### config.mk
export PLATFORM = sky130hd
export DESIGN_NAME = grain_pattern_gen_check_top
export DESIGN_NICKNAME = d
export VERILOG_FILES = /design/src/rtl/gpgc_pkg.sv /design/src/rtl/gpgc_front.sv /design/src/rtl/gpgc_queue.sv /design/src/rtl/gpgc_back.sv /design/src/rtl/grain_pattern_gen_check_top.sv
export VERILOG_INCLUDE_DIRS = /design/src /design/src/rtl
export SDC_FILE = /design/constraint.sdc
export NUM_CORES = 2
export LEC_CHECK = 0
export ABC_AREA = 1
export BUFFER_PORTS_ARGS = -buffer_cell sky130_fd_sc_hd__buf_2
export CAP_MARGIN = 20
export CELL_PAD_IN_SITES_DETAIL_PLACEMENT = 0
export CELL_PAD_IN_SITES_GLOBAL_PLACEMENT = 1
export CORE_UTILIZATION = 49
export DETAILED_ROUTE_END_ITERATION = 10
export MAX_ROUTING_LAYER = met4
export PLACE_DENSITY_LB_ADDON = 0.2
export SLEW_MARGIN = 15
export SYNTH_ARGS = -nofsm -noshare
export SYNTH_HDL_FRONTEND = slang
export SYNTH_SLANG_ARGS = --single-unit
### constraint.sdc
create_clock -name clk_i -period 12.5 [get_ports clk_i]
set_input_delay 1.25 -clock clk_i [delete_from_list [all_inputs] [get_ports clk_i]]
set_output_delay 1.25 -clock clk_i [all_outputs]
set_load 0.01 [all_outputs]
### src/rtl/grain_pattern_gen_check_top_assert.svh
// ---------------------------------------------------------------------------
// grain pattern generator / checker: assertion macros
// shared property wrappers clocked on clk_i
// ---------------------------------------------------------------------------
`ifndef GRAIN_PATTERN_GEN_CHECK_TOP_ASSERT_SVH
`define GRAIN_PATTERN_GEN_CHECK_TOP_ASSERT_SVH

// checked outside reset only
`define GPGC_ASSERT(lbl, prop, msg) \
  lbl: assert property (@(posedge clk_i) disable iff (!rst_ni) prop) else $error(msg);

// checked on every edge, reset included
`define GPGC_ASSERT_ALWAYS(lbl, prop, msg) \
  lbl: assert property (@(posedge clk_i) prop) else $error(msg);

`endif

### src/rtl/gpgc_pkg.sv
`timescale 1ns / 1ps
// ---------------------------------------------------------------------------
// gpgc_pkg
// types, constants and helpers of the grain pattern generator / checker
// ---------------------------------------------------------------------------
package gpgc_pkg;

  localparam int unsigned OffsetBits  = 32;
  localparam int unsigned WordNumBits = 29;
  localparam int unsigned CntBits     = 4;
  localparam int unsigned AddrBits    = 4;

  localparam logic [63:0] GoldenGamma = 64'h9e3779b97f4a7c15;
  localparam logic [63:0] MixMulA     = 64'hbf58476d1ce4e5b9;
  localparam logic [63:0] MixMulB     = 64'h94d049bb133111eb;
  localparam logic [63:0] GrainMul    = 64'h00000100000001b3;
  localparam int unsigned ShiftA = 30;
  localparam int unsigned ShiftB = 27;
  localparam int unsigned ShiftC = 31;

  localparam logic [CntBits-1:0] MaxBytes = CntBits'(8);

  // register index, taken from paddr bit 3
  localparam logic RegSeed = 1'b0;

  // multiply rounds of the back end
  localparam int unsigned RoundBits = 3;
  localparam logic [RoundBits-1:0] RndGrain = 3'd0;
  localparam logic [RoundBits-1:0] RndMixA1 = 3'd1;
  localparam logic [RoundBits-1:0] RndMixA2 = 3'd2;
  localparam logic [RoundBits-1:0] RndMixB1 = 3'd3;
  localparam logic [RoundBits-1:0] RndMixB2 = 3'd4;

  localparam int unsigned QueueDepth   = 2;
  localparam int unsigned QueuePtrBits = 1;
  localparam int unsigned QueueCntBits = 2;

  typedef struct packed {
    logic                   verify;
    logic [63:0]            grain;
    logic [63:0]            data;
    logic [CntBits-1:0]     cnt;
    logic                   last;
    logic [WordNumBits-1:0] pos;
    logic [OffsetBits-1:0]  start;
    logic [OffsetBits-1:0]  total;
  } item_t;

  typedef struct packed {
    logic full;
    logic empty;
  } q_status_t;

  typedef enum logic [2:0] {
    BkIdle,
    BkMul0,
    BkMul1,
    BkMul2,
    BkPost,
    BkDone
  } bk_state_e;

  function automatic logic [63:0] round_const(input logic [RoundBits-1:0] rnd);
    logic [63:0] k;
    case (rnd) inside
      RndGrain:           k = GrainMul;
      RndMixA1, RndMixB1: k = MixMulA;
      default:            k = MixMulB;
    endcase
    return k;
  endfunction

endpackage

### src/rtl/gpgc_front.sv
`timescale 1ns / 1ps
// ---------------------------------------------------------------------------
// gpgc_front
// accepts input words, tracks word position and byte offset within the grain
// ---------------------------------------------------------------------------
module gpgc_front (
  input  logic                 clk_i,
  input  logic                 rst_ni,
  input  logic                 s_axis_tvalid,
  output logic                 s_axis_tready,
  // [63:0] grain_index, [127:64] data_word, [131:128] byte_count, rest zero
  input  logic [135:0]         s_axis_tdata,
  // [0] func
  input  logic [0:0]           s_axis_tuser,
  input  logic                 s_axis_tlast,
  input  gpgc_pkg::q_status_t  q_status_i,
  output logic                 push_o,
  output gpgc_pkg::item_t      item_o
);

  logic [gpgc_pkg::WordNumBits-1:0] word_q, word_d;
  logic [gpgc_pkg::OffsetBits-1:0]  total_q, total_d;
  logic [gpgc_pkg::CntBits-1:0]     cnt_raw, cnt_c;
  logic [gpgc_pkg::OffsetBits:0]    sum;
  logic [gpgc_pkg::OffsetBits-1:0]  total_sat;
  logic                             accept;

  assign s_axis_tready = !q_status_i.full;
  assign accept        = s_axis_tvalid && s_axis_tready;
  assign push_o        = accept;

  assign cnt_raw   = s_axis_tdata[131:128];
  assign cnt_c     = (cnt_raw > gpgc_pkg::MaxBytes) ? gpgc_pkg::MaxBytes : cnt_raw;
  assign sum       = {1'b0, total_q} + (gpgc_pkg::OffsetBits + 1)'(cnt_c);
  // byte offset saturates at all ones
  assign total_sat = sum[gpgc_pkg::OffsetBits] ? '1 : sum[gpgc_pkg::OffsetBits-1:0];

  always_comb begin
    item_o.verify = s_axis_tuser[0];
    item_o.grain  = s_axis_tdata[63:0];
    item_o.data   = s_axis_tdata[127:64];
    item_o.cnt    = cnt_c;
    item_o.last   = s_axis_tlast;
    item_o.pos    = word_q;
    item_o.start  = total_q;
    item_o.total  = total_sat;
  end

  always_comb begin
    word_d  = word_q;
    total_d = total_q;
    if (accept) begin
      if (s_axis_tlast) begin
        word_d  = '0;
        total_d = '0;
      end else begin
        word_d  = word_q + 1'b1;
        total_d = total_sat;
      end
    end
  end

  always_ff @(posedge clk_i or negedge rst_ni) begin
    if (!rst_ni) begin
      word_q  <= '0;
      total_q <= '0;
    end else begin
      word_q  <= word_d;
      total_q <= total_d;
    end
  end

endmodule

### src/rtl/gpgc_queue.sv
`timescale 1ns / 1ps
// ---------------------------------------------------------------------------
// gpgc_queue
// two-entry queue of classified words between front and back end
// ---------------------------------------------------------------------------
module gpgc_queue (
  input  logic                clk_i,
  input  logic                rst_ni,
  input  logic                push_i,
  input  gpgc_pkg::item_t     item_i,
  input  logic                pop_i,
  output gpgc_pkg::item_t     item_o,
  output gpgc_pkg::q_status_t status_o
);

  gpgc_pkg::item_t                     mem_q [gpgc_pkg::QueueDepth];
  logic [gpgc_pkg::QueuePtrBits-1:0]   wr_ptr_q, wr_ptr_d;
  logic [gpgc_pkg::QueuePtrBits-1:0]   rd_ptr_q, rd_ptr_d;
  logic [gpgc_pkg::QueueCntBits-1:0]   count_q, count_d;

  assign status_o.full  = (count_q == gpgc_pkg::QueueCntBits'(gpgc_pkg::QueueDepth));
  assign status_o.empty = (count_q == '0);
  assign item_o         = mem_q[rd_ptr_q];

  always_comb begin
    wr_ptr_d = push_i ? wr_ptr_q + 1'b1 : wr_ptr_q;
    rd_ptr_d = pop_i  ? rd_ptr_q + 1'b1 : rd_ptr_q;
    count_d  = count_q;
    if (push_i && !pop_i) begin
      count_d = count_q + 1'b1;
    end else if (pop_i && !push_i) begin
      count_d = count_q - 1'b1;
    end
  end

  always_ff @(posedge clk_i) begin
    if (push_i) begin
      mem_q[wr_ptr_q] <= item_i;
    end
  end

  always_ff @(posedge clk_i or negedge rst_ni) begin
    if (!rst_ni) begin
      wr_ptr_q <= '0;
      rd_ptr_q <= '0;
      count_q  <= '0;
    end else begin
      wr_ptr_q <= wr_ptr_d;
      rd_ptr_q <= rd_ptr_d;
      count_q  <= count_d;
    end
  end

endmodule

### src/rtl/gpgc_back.sv
`timescale 1ns / 1ps
`include "grain_pattern_gen_check_top_assert.svh"
// ---------------------------------------------------------------------------
// gpgc_back
// hashes one word at a time on a shared 32x32 multiplier, compares, reports
// ---------------------------------------------------------------------------
module gpgc_back (
  input  logic                clk_i,
  input  logic                rst_ni,
  input  logic [63:0]         seed_i,
  input  gpgc_pkg::item_t     item_i,
  input  gpgc_pkg::q_status_t q_status_i,
  output logic                pop_o,
  output logic                m_axis_tvalid,
  input  logic                m_axis_tready,
  // [63:0] pattern_word, [64] check_done, [96:65] first_bad_offset,
  // [97] grain_ok, rest zero
  output logic [103:0]        m_axis_tdata
);

  gpgc_pkg::bk_state_e                state_q, state_d;
  gpgc_pkg::item_t                    cur_q, cur_d;
  logic [gpgc_pkg::RoundBits-1:0]     round_q, round_d;
  logic [63:0]                        v_q, v_d;
  logic [63:0]                        acc_q, acc_d;
  logic                               seen_q, seen_d;
  logic [gpgc_pkg::OffsetBits-1:0]    first_q, first_d;
  logic                               out_valid_q, out_valid_d;
  logic [103:0]                       out_data_q, out_data_d;

  logic [63:0] k;
  logic [31:0] op_a, op_b;
  logic [63:0] prod;
  logic [63:0] post_v;
  logic [63:0] byte_mask;
  logic        bad, new_seen, done_flag, ok_flag, out_load;
  logic [gpgc_pkg::OffsetBits-1:0] new_first, offset_val;

  function automatic logic [63:0] xs(input logic [63:0] x, input int unsigned sh);
    return x ^ (x >> sh);
  endfunction

  assign k = gpgc_pkg::round_const(round_q);

  // one 32x32 partial product per cycle, low 64 bits of the full product
  always_comb begin
    case (state_q)
      gpgc_pkg::BkMul1: begin
        op_a = v_q[31:0];
        op_b = k[63:32];
      end
      gpgc_pkg::BkMul2: begin
        op_a = v_q[63:32];
        op_b = k[31:0];
      end
      default: begin
        op_a = v_q[31:0];
        op_b = k[31:0];
      end
    endcase
  end

  assign prod = {32'b0, op_a} * {32'b0, op_b};

  always_comb begin
    logic [63:0] t;
    t = '0;
    case (round_q) inside
      gpgc_pkg::RndGrain: begin
        t      = (acc_q ^ seed_i) + gpgc_pkg::GoldenGamma;
        post_v = xs(t, gpgc_pkg::ShiftA);
      end
      gpgc_pkg::RndMixA1, gpgc_pkg::RndMixB1: begin
        post_v = xs(acc_q, gpgc_pkg::ShiftB);
      end
      gpgc_pkg::RndMixA2: begin
        // end of the first mix, then start of the second on the word number
        t      = (xs(acc_q, gpgc_pkg::ShiftC) ^ 64'(cur_q.pos)) + gpgc_pkg::GoldenGamma;
        post_v = xs(t, gpgc_pkg::ShiftA);
      end
      default: begin
        post_v = xs(acc_q, gpgc_pkg::ShiftC);
      end
    endcase
  end

  always_comb begin
    for (int i = 0; i < 8; i++) begin
      byte_mask[i*8 +: 8] = (gpgc_pkg::CntBits'(i) < cur_q.cnt) ? 8'hff : 8'h00;
    end
  end

  assign bad        = cur_q.verify && (((cur_q.data ^ v_q) & byte_mask) != '0);
  assign new_seen   = seen_q || bad;
  assign new_first  = (bad && !seen_q) ? cur_q.start : first_q;
  assign done_flag  = cur_q.verify && cur_q.last;
  assign ok_flag    = cur_q.verify ? !new_seen : 1'b1;
  assign offset_val = !done_flag ? '0 : (new_seen ? new_first : cur_q.total);

  always_comb begin
    state_d     = state_q;
    cur_d       = cur_q;
    round_d     = round_q;
    v_d         = v_q;
    acc_d       = acc_q;
    seen_d      = seen_q;
    first_d     = first_q;
    out_data_d  = out_data_q;
    pop_o       = 1'b0;
    out_load    = 1'b0;
    case (state_q)
      gpgc_pkg::BkIdle: begin
        if (!q_status_i.empty) begin
          pop_o   = 1'b1;
          cur_d   = item_i;
          v_d     = item_i.grain;
          round_d = gpgc_pkg::RndGrain;
          state_d = gpgc_pkg::BkMul0;
        end
      end
      gpgc_pkg::BkMul0: begin
        acc_d   = prod;
        state_d = gpgc_pkg::BkMul1;
      end
      gpgc_pkg::BkMul1: begin
        acc_d   = {acc_q[63:32] + prod[31:0], acc_q[31:0]};
        state_d = gpgc_pkg::BkMul2;
      end
      gpgc_pkg::BkMul2: begin
        acc_d   = {acc_q[63:32] + prod[31:0], acc_q[31:0]};
        state_d = gpgc_pkg::BkPost;
      end
      gpgc_pkg::BkPost: begin
        v_d = post_v;
        if (round_q == gpgc_pkg::RndMixB2) begin
          state_d = gpgc_pkg::BkDone;
        end else begin
          round_d = round_q + 1'b1;
          state_d = gpgc_pkg::BkMul0;
        end
      end
      gpgc_pkg::BkDone: begin
        if (!out_valid_q || m_axis_tready) begin
          out_load   = 1'b1;
          out_data_d = {6'b0, ok_flag, 32'(offset_val), done_flag, v_q};
          if (cur_q.last) begin
            seen_d  = 1'b0;
            first_d = '0;
          end else begin
            seen_d  = new_seen;
            first_d = new_first;
          end
          state_d = gpgc_pkg::BkIdle;
        end
      end
      default: begin
        state_d = gpgc_pkg::BkIdle;
      end
    endcase
  end

  always_comb begin
    out_valid_d = out_valid_q;
    if (out_load) begin
      out_valid_d = 1'b1;
    end else if (m_axis_tready) begin
      out_valid_d = 1'b0;
    end
  end

  assign m_axis_tvalid = out_valid_q;
  assign m_axis_tdata  = out_data_q;

  always_ff @(posedge clk_i) begin
    cur_q      <= cur_d;
    v_q        <= v_d;
    acc_q      <= acc_d;
    out_data_q <= out_data_d;
  end

  always_ff @(posedge clk_i or negedge rst_ni) begin
    if (!rst_ni) begin
      state_q     <= gpgc_pkg::BkIdle;
      round_q     <= '0;
      seen_q      <= 1'b0;
      first_q     <= '0;
      out_valid_q <= 1'b0;
    end else begin
      state_q     <= state_d;
      round_q     <= round_d;
      seen_q      <= seen_d;
      first_q     <= first_d;
      out_valid_q <= out_valid_d;
    end
  end

  `GPGC_ASSERT_ALWAYS(a_idle_in_reset, !rst_ni |-> state_q == gpgc_pkg::BkIdle, "back end not idle in reset")
  `GPGC_ASSERT(a_pop_when_idle, pop_o |-> state_q == gpgc_pkg::BkIdle && !q_status_i.empty, "pop outside idle")
  `GPGC_ASSERT(a_load_slot_free, out_load |-> !out_valid_q || m_axis_tready, "result overwrote a waiting word")
  `GPGC_ASSERT(a_grain_clears, out_load && cur_q.last |=> !seen_q && first_q == '0, "mismatch state kept across grains")
  `GPGC_ASSERT(a_round_range, state_q != gpgc_pkg::BkIdle |-> round_q <= gpgc_pkg::RndMixB2, "round counter out of range")

endmodule

### src/rtl/grain_pattern_gen_check_top.sv
`timescale 1ns / 1ps
// ---------------------------------------------------------------------------
// grain_pattern_gen_check_top
// splitmix64 position pattern generator and checker for streamed grains
// ---------------------------------------------------------------------------
// input words arrive on the s_axis channel: tuser selects generate (0) or
// verify (1), tlast closes the grain, tdata carries grain index, data word
// and valid byte count. every word gives one result word on m_axis with the
// pattern word, the check status and, on a verified last word, the byte
// offset of the first bad word or the grain size.
// the seed is to be written over the apb port only while the block is idle;
// the block does not enforce this. the back end runs five 64-bit products,
// each as three passes through one 32x32 multiplier plus a mixing step,
// and finishes one word before it takes the next from the queue.
// the front keeps the position counters and takes up to two words ahead into
// its queue; a stalled m_axis holds the result register, the back end then
// waits, and the queue fills before s_axis_tready falls.
// reset clears the seed, position and mismatch state and empties the queue.
// ---------------------------------------------------------------------------
module grain_pattern_gen_check_top (
  input  logic                         clk_i,
  input  logic                         rst_ni,
  input  logic                         s_axis_tvalid,
  output logic                         s_axis_tready,
  // [63:0] grain_index, [127:64] data_word, [131:128] byte_count, rest zero
  input  logic [135:0]                 s_axis_tdata,
  // [0] func
  input  logic [0:0]                   s_axis_tuser,
  input  logic                         s_axis_tlast,
  output logic                         m_axis_tvalid,
  input  logic                         m_axis_tready,
  // [63:0] pattern_word, [64] check_done, [96:65] first_bad_offset,
  // [97] grain_ok, rest zero
  output logic [103:0]                 m_axis_tdata,
  input  logic                         psel,
  input  logic                         penable,
  input  logic                         pwrite,
  input  logic [gpgc_pkg::AddrBits-1:0] paddr,
  input  logic [63:0]                  pwdata,
  output logic [63:0]                  prdata,
  output logic                         pready
);

  logic [63:0]         seed_q, seed_d;
  logic                push;
  logic                pop;
  gpgc_pkg::item_t     front_item;
  gpgc_pkg::item_t     queue_item;
  gpgc_pkg::q_status_t q_status;

  assign pready = 1'b1;
  assign prdata = (paddr[3] == gpgc_pkg::RegSeed) ? seed_q : '0;

  always_comb begin
    seed_d = seed_q;
    if (psel && penable && pwrite && pready && paddr[3] == gpgc_pkg::RegSeed) begin
      seed_d = pwdata;
    end
  end

  always_ff @(posedge clk_i or negedge rst_ni) begin
    if (!rst_ni) begin
      seed_q <= '0;
    end else begin
      seed_q <= seed_d;
    end
  end

  gpgc_front u_front (
    .clk_i         (clk_i),
    .rst_ni        (rst_ni),
    .s_axis_tvalid (s_axis_tvalid),
    .s_axis_tready (s_axis_tready),
    .s_axis_tdata  (s_axis_tdata),
    .s_axis_tuser  (s_axis_tuser),
    .s_axis_tlast  (s_axis_tlast),
    .q_status_i    (q_status),
    .push_o        (push),
    .item_o        (front_item)
  );

  gpgc_queue u_queue (
    .clk_i    (clk_i),
    .rst_ni   (rst_ni),
    .push_i   (push),
    .item_i   (front_item),
    .pop_i    (pop),
    .item_o   (queue_item),
    .status_o (q_status)
  );

  gpgc_back u_back (
    .clk_i         (clk_i),
    .rst_ni        (rst_ni),
    .seed_i        (seed_q),
    .item_i        (queue_item),
    .q_status_i    (q_status),
    .pop_o         (pop),
    .m_axis_tvalid (m_axis_tvalid),
    .m_axis_tready (m_axis_tready),
    .m_axis_tdata  (m_axis_tdata)
  );

endmodule

# [Yosys cells after proc, flatten, opt, wreduce, memory -nomap -nowiden]
# Memory sizes are Yosys's and may differ from the RTL's.
# Cells that the tools add are included.
[totals] reg_bits=558 latchBits=0 ramBits=454 romBits=0 wordCells=146 mem_count=1
[classes] add_sub_neg=10 multipliers=1 div_mod_pow=0 n_lt_le_gt_ge=9 eq_ne=13 n_shift=0 muxes=44 n_bitwise=11 reduce_logical=33
[memory_table] name="u_queue.mem_q" depth=2 width=227 read_ports=1 rd_ports_with_merged_regs=0 wr=1 line_no="gpgc_queue.sv:16" rtl="gpgc_pkg::item_t mem_q [gpgc_pkg::QueueDepth];"
[op_table] operator="$mux 64" n=6
[op_table] operator="$pmux 64 s2" n=2
[op_table] operator="$mux 32" n=7
[op_table] operator="$add 64x64->64 const B" n=2
[op_table] operator="$xor 64x34->64" n=2
[op_table] operator="$xor 64x64->64" n=2
[op_table] operator="$and 64x64->64" n=1
[op_table] operator="$mul 32x32->64" n=1
[op_table] operator="$mux 8" n=8
[op_table] operator="$reduce_bool 64->1" n=1
[op_table] operator="$xor 64x29->64" n=1
[op_table] operator="$xor 64x33->64" n=1
[op_table] operator="$xor 64x37->64" n=1
[op_table] operator="$mux 62" n=1
[op_table] operator="$add 32x4->33" n=1
[op_table] operator="$add 32x32->32" n=1
[op_table] operator="$add 29x1->29 const B" n=1
[op_table] operator="$mux 29" n=1
[op_table] operator="$pmux 3 s6" n=1
[op_table] operator="$lt 3x4->1 const A" n=4
[op_table] operator="$mux 3" n=5
[op_table] operator="$eq 3x2->1 const B" n=4
[op_table] operator="$reduce_and 2->1" n=5
[op_table] operator="$eq 3x3->1 const B" n=3
[op_table] operator="24 further kinds" n=59

# [Logic depth before layout (Yosys ltp)]
[logic_depth] depth_word=8 mapped_depth=50 mapped_depth_nobuf=50

# [Cells and area by module]
# A second synthesis with hierarchy kept.
[hier_totals] hier_cells=9215 hier_area_um2=84808.8
[by_module_without_submodules] module="gpgc_back" n_inst=1 cells_per_inst=7289 area_per_inst_um2=59559.6 seq_area_each_um2=12682.2
[by_module_without_submodules] module="gpgc_queue" n_inst=1 cells_per_inst=731 area_per_inst_um2=16673.5 seq_area_each_um2=13733.2
[by_module_without_submodules] module="gpgc_front" n_inst=1 cells_per_inst=777 area_per_inst_um2=5441.5 seq_area_each_um2=1526.5
[by_module_without_submodules] module="grain_pattern_gen_check_top" n_inst=1 cells_per_inst=418 area_per_inst_um2=3134.3 seq_area_each_um2=1601.5

# [Worst setup path before layout]
# No wires, ideal clock.
[synth_timing] kind="input to register" start="in s_axis_tvalid" end="mem u_queue.mem_q[1][0] (netlist bit) (enable)" arrival_ns=10.989 required_ns=11.679 slack_ns=0.690 cell_stages=3 n_path_buf=1 path_cell_list="nand2_2 -> clkbuf_1 -> nor2_1"
[synth_between] elab_chain_len=3
[synth_rtl] element="start, declared" line_no="grain_pattern_gen_check_top.sv:23" rtl="input logic s_axis_tvalid,"
[synth_rtl] element="$logic_and 1x1->1" line_no="gpgc_front.sv:29" rtl="assign accept = s_axis_tvalid && s_axis_tready;"
[synth_rtl] element="$mux 1" line_no="gpgc_queue.sv:37" rtl="if (push_i) begin"
[synth_rtl] element="$mux 1 (implied by the code)" line_no="gpgc_queue.sv:38" rtl="mem_q[wr_ptr_q] <= item_i;"
[synth_rtl] element="end, declared" line_no="gpgc_queue.sv:16"
# No other way between the ends.

# [Final worst setup path]
[layout_timing] start="reg u_back.round_q[0] (netlist bit)" end="reg u_back.acc_q[63], data pin"
[layout_between] elab_chain_len=8 elab_cells_between_ends=10 cone_classes="add/sub: 1; mul: 1; eq/ne: 2; mux: 4; reduce/logical: 2"
[layout_rtl] element="start, declared" line_no="gpgc_back.sv:23" rtl="logic [gpgc_pkg::RoundBits-1:0] round_q, round_d;"
[layout_rtl] element="start signal, assigned" line_no="gpgc_back.sv:190" rtl="round_q <= round_d;"
[layout_rtl] element="$eq 3x2->1 / $eq 3x1->1 (equally long branches)" line_no="gpgc_back.sv:43" rtl="assign k = gpgc_pkg::round_const(round_q);"
[layout_rtl] element="$reduce_or 2->1" line_no="gpgc_pkg.sv:65" rtl="case (rnd) inside"
[layout_rtl] element="$mux 62" line_no="gpgc_pkg.sv:65"
[layout_rtl] element="$mux 64 (*)" line_no="gpgc_pkg.sv:65"
[layout_rtl] element="$mux 32 (*)" line_no="gpgc_back.sv:47" rtl="case (state_q)"
[layout_rtl] element="$mul 32x32->64 (*)" line_no="gpgc_back.sv:63" rtl="assign prod = {32'b0, op_a} * {32'b0, op_b};"
[layout_rtl] element="$add 32x32->32" line_no="gpgc_back.sv:126, gpgc_back.sv:130"
[layout_rtl] element="$pmux 64 s2 (*)" line_no="gpgc_back.sv:111" rtl="case (state_q)"
[layout_rtl] element="net u_back.acc_d[63]" line_no="gpgc_back.sv:25" rtl="logic [63:0] acc_q, acc_d;"
[layout_rtl] element="end signal, assigned" line_no="gpgc_back.sv:177" rtl="acc_q <= acc_d;"
[layout_rtl] element="end, declared" line_no="gpgc_back.sv:25"
# The timed path passes the listed nets; every way through them passes the cells marked *. The select of a mux whose other input is x is not followed.
# A chain may end at the register's enable or synchronous reset.

==> results.json <==
{
  "synth_top_cell_by_area": "edfxtp_1",
  "layout.nets": 11100,
  "drc_errors": 0,
  "hold_viol": 0,
  "path_clk_slew_ps": 70,
  "synth_cell_types": 70,
  "post_cts_buffers": 0,
  "finalMaxSlewViolations": 0,
  "finalSetupViolCount": 0,
  "clockBufferDepth": 3,
  "rsz0062_at_grt": "no",
  "synth-warning-count": 0,
  "syn_inst": 9297,
  "postRouteAntennaNets": 0,
  "num_rows": 150,
  "async_reset_ff_frac": 0.167,
  "dpl.hpwl_um": 277000,
  "die_h_um": 412,
  "synth_top_area_frac": 0.308,
  "cp_slowest_cell": "fa_1",
  "ff2ff_path_depth": 38,
  "r2r-start": "u_back.round_q[0]$_DFFE_PN0P_",
  "fin_hold_ws_ps": 468,
  "timing.setup.tns_ps": 0,
  "initialDrtViolationCount": 6969,
  "max_stage_delay_ps": 660,
  "htree_levels": 3,
  "ys_ff_latch": 1012,
  "dr_total_vias": 67000,
  "gr-usage-met1": 0.497,
  "cp_num_buf_inv": 8,
  "grt_pass1_vias": 66900,
  "drive_above_1_share": 0.0942,
  "seq_area_frac_synth": 0.359,
  "syn_area_per_cell_um2": 8.85,
  "finalCritPeriodShare": 0.928,
  "drtPass1Iterations": 6,
  "place_congestion": 1.06,
  "critPathKind": "reg -> reg",
  "io_buffers": 369,
  "synthesis.area_um2": 82300,
  "wirelength_um": 339000,
  "period_needed_ps": 11600,
  "finClkSkew_ps": 67.6,
  "via_per_inst": 5.58,
  "root_buffer": "clkbuf_16",
  "critPathTopFamily": "adder cells",
  "final_core_util": 0.543,
  "critPathLaunchType": "flop",
  "routedWlPerCell_um": 28.2,
  "die_w_um": 412,
  "status": "finished clean",
  "cpMostUsedCell": "fa_1",
  "die_area_um2": 170000,
  "slew_headroom": 0.169,
  "synth_edf_count": 843,
  "fmax_mhz": 86.2,
  "reg2reg_to": "u_back.acc_q[63]$_DFFE_PP_",
  "clk_latency_ps": 770,
  "dpl-instance-area_um2": 87200,
  "synth_area_leaders": "edfxtp_1 (31%), fa_1 (20%), nand2_1 (10%)",
  "start_util": 0.493,
  "end_kind": "flop",
  "grt_max_degree": 113,
  "drv_cap": 0,
  "cp.arrival_ps": 12080,
  "cp_max_fo": 33,
  "antenna_found_initial": 44,
  "cts.hold.buffers_added": 0,
  "cts_resized": 0,
  "grt_util_all_layers": 0.414,
  "met3_usage": 0.0788,
  "pin_count": 384,
  "grt_pass1_wl_um": 476000,
  "final_area_um2": 90600,
  "hold_class": "in -> async",
  "syn_to_final_growth_pct": 10.2,
  "critical_path_required_ps": 12980,
  "tightest_slew_ps": 1240,
  "cts_sinks": 1012,
  "cts_buffers": 98,
  "cts_tree": "yes",
  "overflow": 0,
  "rrSetupSlack_ps": 900,
  "synth_flop_cell": "edfxtp_1",
  "core_area_um2": 167000,
  "use_met2": 0.634,
  "busiest_layer": "met2"
}
==> state kept, by name (all words and copies together) (netlist names), 2 cells and up <==
name / cells
seed_q: 64
u_back.acc_q: 64
u_back.cur_q: 163
u_back.first_q: 32
u_back.m_axis_tdata: 98
u_back.round_q: 3
u_back.state_q: 3
u_back.v_q: 64
u_front.total_q: 32
u_front.word_q: 29
u_queue.count_q: 2
u_queue.mem_q: 454
==> final cells by class <==
type	instances	area, um^2
flip-flops and latches	1012	29500
fillers	15200	76200
clock inverters	51	591
repair buffers	554	3350
clock buffers	130	2680
well taps	2204	2760
diodes	32	80.1
inverters	1706	6420
multi-input cells	6307	45200
==> worst max path at each step <==
| stage | end | slack, ps | start | cells past startpoint |
|---|---|---|---|---|
| 2_1_floorplan | u_queue.mem_q[1][0]$_DFFE_PP_ | 690 | s_axis_tvalid | 3 |
| 3_3_place_gp | u_back.acc_q[60]$_DFFE_PP_ | 1440 | u_back.round_q[0]$_DFFE_PN0P_ | 45 |
| 3_5_place_dp | u_back.acc_q[60]$_DFFE_PP_ | 1300 | u_back.round_q[0]$_DFFE_PN0P_ | 45 |
| 4_1_cts | u_back.acc_q[60]$_DFFE_PP_ | 1240 | u_back.round_q[0]$_DFFE_PN0P_ | 45 |
| 5_1_grt | u_back.acc_q[63]$_DFFE_PP_ | 500 | u_back.round_q[0]$_DFFE_PN0P_ | 41 |
| 6_report | u_back.acc_q[63]$_DFFE_PP_ | 900 | u_back.round_q[0]$_DFFE_PN0P_ | 38 |
==> through the flow <==
| step | worst slack (ps) | std cells |
|---|---|---|
| floorplan | 690 | 9303 |
| global placement | 1440 | 11800 |
| detailed placement | 1300 | 11800 |
| CTS | 1240 | 12000 |
| global route | 501 | 12000 |
| finish | 903 | 12000 |
==> layer usage <==
| layer | vias to the layer above | part of all wire |
|---|---|---|
| li1 | 30000 | - |
| met1 | 33000 | 0.37 |
| met2 | 3226 | 0.46 |
| met3 | 810 | 0.087 |
| met4 | 0 | 0.084 |
| met5 | - | 0 |
==> cell usage in the layout, fill, tap and decap left out, types with 20 or more instances in the layout <==
master and n:
o21ai_0 273, xnor2_1 121, nor3_1 61, clkinv_1 23, inv_1 1645, o21ai_1 49
edfxtp_1 843, dfrtp_1 168, clkbuf_16 99, fa_1 829, inv_2 46, nand4_1 51
clkbuf_1 22, o22ai_1 26, nand2_2 43, nand2_1 2219, nor2_2 20, diode_2 32
xor2_1 154, a31oi_1 43, buf_4 178, o211ai_1 31, nand3b_1 41, nor2_1 997
buf_2 368, a21oi_1 371, ha_1 372, nand3_1 370
==> cells by family (layout without fill, tap and decap cells) <==
logic type	Yosys count	in the layout	share of synthesized area
DFF	1012	1012	0.359
AOI/OAI and AO/OA	910	910	0.0615
muxes	2	2	0.000243
other	2	40	0.0000913
xor gates and xnor gates	301	301	0.0347
and+or+nand+nor	3885	3885	0.193
adders and majority gates	1201	1201	0.258
buffers and inverters	1984	2441	0.0931
==> synthesized netlist by cell type (7+ instances only) <==
cell type	count
nand2_1	2222
inv_1	1648
nor2_1	1008
edfxtp_1	843
fa_1	829
ha_1	372
a21oi_1	371
nand3_1	370
o21ai_0	276
clkbuf_1	193
dfrtp_1	169
xor2_1	154
xnor2_1	121
nor3_1	62
o21ai_1	54
nand4_1	51
a31oi_1	43
inv_2	43
nand2_2	41
nand3b_1	41
o211ai_1	31
buf_2	28
o22ai_1	26
buf_1	22
buf_4	21
nor4_1	17
o21a_1	17
or2_2	16
xnor2_2	16
nor2_2	15
o221ai_1	15
a21o_1	13
o21bai_1	13
buf_6	12
clkinv_1	12
nor2_4	8
nor3_2	8
o21ai_2	8
xor2_2	8
a221oi_1	7
Power is not shown: default switching activity piles up to over one toggle a cycle in this logic, so the estimate is an artifact.
